### src/rtl/ipmac_pkg.sv
package ipmac_pkg;

  localparam int CommandW = 1;
  localparam int IpW      = 32;
  localparam int MacW     = 48;
  localparam int StatusW  = 3;
  localparam int IndexW   = 6;
  localparam int CountW   = 7;

  localparam logic [StatusW-1:0] ST_HIT      = 3'd0;
  localparam logic [StatusW-1:0] ST_MISS     = 3'd1;
  localparam logic [StatusW-1:0] ST_UPDATED  = 3'd2;
  localparam logic [StatusW-1:0] ST_APPENDED = 3'd3;
  localparam logic [StatusW-1:0] ST_FULL     = 3'd4;

  localparam logic CMD_LOOKUP = 1'b0;
  localparam logic CMD_ADD    = 1'b1;

  typedef struct packed {
    logic               load;
    logic               scan;
    logic               act;
    logic               finish;
    logic [StatusW-1:0] status;
  } ipmac_cmd_t;

  typedef struct packed {
    logic done;
    logic hit;
    logic add;
    logic room;
  } ipmac_sts_t;

endpackage

### src/rtl/ipmac_ctrl.sv
module ipmac_ctrl
  import ipmac_pkg::*;
(
  input  logic       clk,
  input  logic       rst_n,
  input  logic       start,
  output logic       busy,
  input  ipmac_sts_t sts,
  output ipmac_cmd_t cmd
);

  localparam logic [1:0] S_IDLE = 2'd0;
  localparam logic [1:0] S_SCAN = 2'd1;
  localparam logic [1:0] S_ACT  = 2'd2;
  localparam logic [1:0] S_DONE = 2'd3;

  logic [1:0]         state_r;
  logic [1:0]         state_nxt;
  logic [StatusW-1:0] st_r;
  logic [StatusW-1:0] st_nxt;

  always_comb begin
    state_nxt = state_r;
    st_nxt    = st_r;
    unique case (state_r)
      S_IDLE: begin
        if (start) begin
          state_nxt = S_SCAN;
        end
      end
      S_SCAN: begin
        if (sts.done) begin
          state_nxt = S_ACT;
          if (sts.hit) begin
            st_nxt = sts.add ? ST_UPDATED : ST_HIT;
          end else if (!sts.add) begin
            st_nxt = ST_MISS;
          end else begin
            st_nxt = sts.room ? ST_APPENDED : ST_FULL;
          end
        end
      end
      S_ACT: begin
        state_nxt = S_DONE;
      end
      S_DONE: begin
        state_nxt = S_IDLE;
      end
      default: begin
        state_nxt = S_IDLE;
      end
    endcase
  end

  always_ff @(posedge clk) begin
    if (!rst_n) begin
      state_r <= S_IDLE;
      st_r    <= ST_MISS;
    end else begin
      state_r <= state_nxt;
      st_r    <= st_nxt;
    end
  end

  assign busy       = (state_r != S_IDLE);
  assign cmd.load   = start && (state_r == S_IDLE);
  assign cmd.scan   = (state_r == S_SCAN);
  assign cmd.act    = (state_r == S_ACT);
  assign cmd.finish = (state_r == S_DONE);
  assign cmd.status = st_r;

endmodule

### config.mk
export PLATFORM = sky130hd
export DESIGN_NAME = ipmac_ctrl
export DESIGN_NICKNAME = d
export VERILOG_FILES = /design/src/rtl/ipmac_pkg.sv /design/src/rtl/ipmac_ctrl.sv
export SDC_FILE = /design/constraint.sdc
export NUM_CORES = 1
export LEC_CHECK = 0
export ABC_AREA = 0
export BUFFER_PORTS_ARGS = -buffer_cell sky130_fd_sc_hd__buf_2
export CAP_MARGIN = 40
export CORE_AREA = 2 2 39 41
export CTS_CLUSTER_SIZE = 28
export DETAILED_ROUTE_END_ITERATION = 8
export DIE_AREA = 0 0 41 43
export GPL_ROUTABILITY_DRIVEN = 0
export HOLD_SLACK_MARGIN = 0.05
export PLACE_DENSITY = 0.47
export SETUP_SLACK_MARGIN = 0.15
export SYNTH_ARGS = -nofsm -noshare
export SYNTH_HDL_FRONTEND = slang
export SYNTH_SLANG_ARGS = --single-unit
### constraint.sdc
create_clock -name clk -period 1.9 [get_ports clk]
set_input_delay 0.095 -clock clk [delete_from_list [all_inputs] [get_ports clk]]
set_output_delay 0.095 -clock clk [all_outputs]
set_load 0.1 [all_outputs]
Yosys cells after proc, flatten, opt, wreduce, memory -nomap -nowiden

Cells that the tools add are included.

Eq/ne operators: 5
Mux-type cells: 7
Reductions and logical operators: 5

Operators by type and width:

| cell                                                             | count |
|---|---|
| 3-bit two-way mux                                                | 3 |
| 2-bit one-hot mux with 4 select lines                            | 1 |
| 2-bit two-way mux                                                | 3 |
| 2-bit == test (second input constant)                            | 2 |
| 2-bit inequality test (second input constant)                    | 2 |
| 2-bit AND reduction                                              | 2 |
| 2-bit by 1-bit == test with 1-bit output (second input constant) | 1 |
| 2-bit logical NOT                                                | 1 |
| 2-bit nonzero test                                               | 1 |
| 1-bit logical AND                                                | 1 |

Register bits: 5
Output and inout port bits: 8

Logic depth before layout (Yosys ltp)

Word-level depth: 3
Mapped depth: 5
Gate-level depth less buffers: 5

Worst setup path before layout

No wires, ideal clock.

Path type: register -> register
From: register state_r[0]
To: register state_r[0]
Arrival: 1592 ps
Required time: 1774 ps
Path slack: 182 ps
Stages on the path, launching flop included: 6
Buffers on the path: 0
Period minus slack after synthesis: 1718 ps
Cells stage by stage: dfxtp_1 > inv_1 > ha_1 > inv_1 > o22ai_2 > mux2i_1

Cells in the longest elaborated chain, start to end: 3
Elaborated cells between the ends (all ways): 8
Those cells by class: 5 x eq/ne; 1 x mux; 2 x reduce/logical

RTL lines:

| what                                                                                 | RTL line         | text |
|---|---|---|
| start, declared                                                                      | ipmac_ctrl.sv:17 | `logic [1:0] state_r;` |
| start signal, assigned                                                               | ipmac_ctrl.sv:60 | `state_r <= state_nxt;` |
| 2-bit by 1-bit == test with 1-bit output / 2-bit logical NOT (equally long branches) | ipmac_ctrl.sv:25 | `unique case (state_r)` |
| 2-bit inequality test (no line)                                                      | --               |  |
| 2-bit AND reduction (no line)                                                        | --               |  |

Several ways; a longest one is shown, not always the timed one.
A chain may end at the register's enable or synchronous reset.

Worst setup path in the final report

From: register state_r[0]
To: output port busy

Cells in the longest elaborated chain, start to end: 1

RTL lines:

| what               | RTL line         | text |
|---|---|---|
| 2-bit nonzero test | ipmac_ctrl.sv:65 | `assign busy = (state_r != S_IDLE);` |
| end, declared      | ipmac_ctrl.sv:7  | `output logic busy,` |

Every way passes these cells.

==> reports/qor.csv <==
metric,value,unit
launching element type of the critical path,flip-flop,
ANT nets after route,0,
clock tree root driver cell,clkbuf_4,
met3 wire length,29,um
Tcrit/Tclk final,0.816,
number of warnings issued by yosys,0,
final-layout worst hold slack,0.127,ns
Max Cap Viol,0,
number of nets produced by synthesis,48,
hold buffers post-CTS,0,
Crit path arrival time,1.46,ns
synthesized instance count,35,
Top Ports,15,
HPWL Detailed,505,um
number of global-route vias before repair,257,
highest-count cells in the layout ignoring fill and taps,"buf_2 (14), ha_1 (6), nand2_1 (5), dfxtp_1 (5)",
required time at the worst-slack endpoint,1.80,ns
number of antenna violations at the first check in global routing,0,
CTS resizes,0,
CTS tree,done,
routed wirelength normalized by instance count,9.21,um
vias,280,
# rows,14,
share of layout cells above drive strength 1,0.365,
Worst-Margin Slew,0.488,ns
Max Transition Viols Final,0,
top layer reached by signal wires,met3,
remaining global-route overflow,0,
"Area growth, synth to finish",35.0,%
post-detailed-route via-to-cell ratio,4.12,
DRC errors left,0,
endpoints failing hold,0,
RSZ-0062 raised after global routing,no,
number of buffers inserted during clock tree synthesis,3,
number of H-tree levels,1,
chip height,43,um
floorplan die area,1760,sq um
x dimension of the die,41,um
area of the placeable core,1380,sq um
total routing usage reported by global routing,0.0823,
first-pass iteration count of the detailed router,1,
Routed met2 length,300,um
number of port buffers,14,
maximum number of pins on one net before global-route repair,10,
Iter 0 DRT Violations,0,
"most common cell after layout, fill and taps aside",buf_2,
fraction of the core area covered by cells at the end of the flow,0.310,
maximum fanout along the worst path,5,
M1 wire length,297,um
number of distinct standard cells referenced by the synthesized netlist,13,
highest clock frequency the design can meet,645,MHz
sequential element share of the synthesized area,0.315,
Initial Util,0.230,
Clock Path Buffers,2,
# setup viols final,0,
worst clock skew,0.000850,ns
Post-Syn Area per Cell,9.08,sq um
minimum period implied by the final worst setup slack,1.55,ns
sinks on the clock net,5,
"Reg clk slew, reported paths",0.05,ns
first-pass GRT wire length,959,um
DRT Wirelength,626,um
aggregate negative setup slack,0,ns
start-to-end type of the worst setup path,flip-flop to output port,
clock latency at the later pin of the worst-skew pair,0.24,ns
flop and latch count out of synthesis,5,
# Post-CTS Setup Buffers,0,
max-slew headroom at the worst pin,0.677,
crit end category,output port,
number of fill cells,164,
antenna diode count,0,
outcome,finished clean,
Syn Std Cell Area,318,sq um
net count of the finished layout,66,
HP Class,primary input to flip-flop,
stage by stage:
step	instances	instance area (sq um)	setup slack, ns
2_1_floorplan	35	318	0.182
3_3_place_gp	64	403	0.613
3_5_place_dp	64	403	0.592
4_1_cts	68	429	0.327
5_1_grt	68	429	0.257
6_report	68	429	0.349
Yosys cell counts:
cell type	instances	area share
and2_1	1	0.020
nand2_1	5	0.059
dfxtp_1	5	0.31
o311ai_2	1	0.051
ha_1	6	0.24
nand3b_1	1	0.024
inv_1	4	0.047
o22ai_2	1	0.039
o21ai_0	4	0.063
nand3_1	3	0.047
buf_2	1	0.016
mux2i_1	2	0.063
nor2b_1	1	0.020
critical path, stage by stage, from the launching register on:
cell and delay [ns]:
dfxtp_1 0.39, inv_1 0.11, ha_1 0.21, inv_1 0.08, buf_2 0.42
worst paths after layout:
path	start	end	slack (ns)	cells after the start
worst min-delay path	sts[2]	st_r[0]	0.13	2
worst max-delay path	state_r[0]	busy	0.35	4
worst max register to register	state_r[1]	state_r[0]	0.68	5
worst min register to register	st_r[2]	st_r[2]	0.46	2
cell type report:
cell class	count	area [sq um]	area share
Multi-Input combinational cell	25	198	0.461
Sequential cell	5	100	0.233
Timing Repair Buffer	14	70.1	0.163
Clock buffer	4	26.3	0.0612
Tap cell	16	20.0	0.0466
Inverter	4	15.0	0.0350
sequential cells by signal (all words and copies together), names as in the netlist:
register,cells
state_r,2
st_r,3
cell families after synthesis:
| family | count (synthesis) | share of synthesized area |
|---|---|---|
| adders and majority gates | 6 | 0.236 |
| buffers and inverters | 5 | 0.0630 |
| DFF | 5 | 0.315 |
| AOI/OAI and AO/OA | 6 | 0.154 |
| and+or+nand+nor | 11 | 0.169 |
| muxes | 2 | 0.0630 |
layer usage:
layer	vias up	GRT usage
met3	0	0.0157
li1	151	-
met2	6	0.103
met1	123	0.109
met5	-	0
met4	0	0.0800
Power is left out: the tool's default activity adds up to more than one toggle a clock period on the data nets, which glitch-free logic cannot reach.
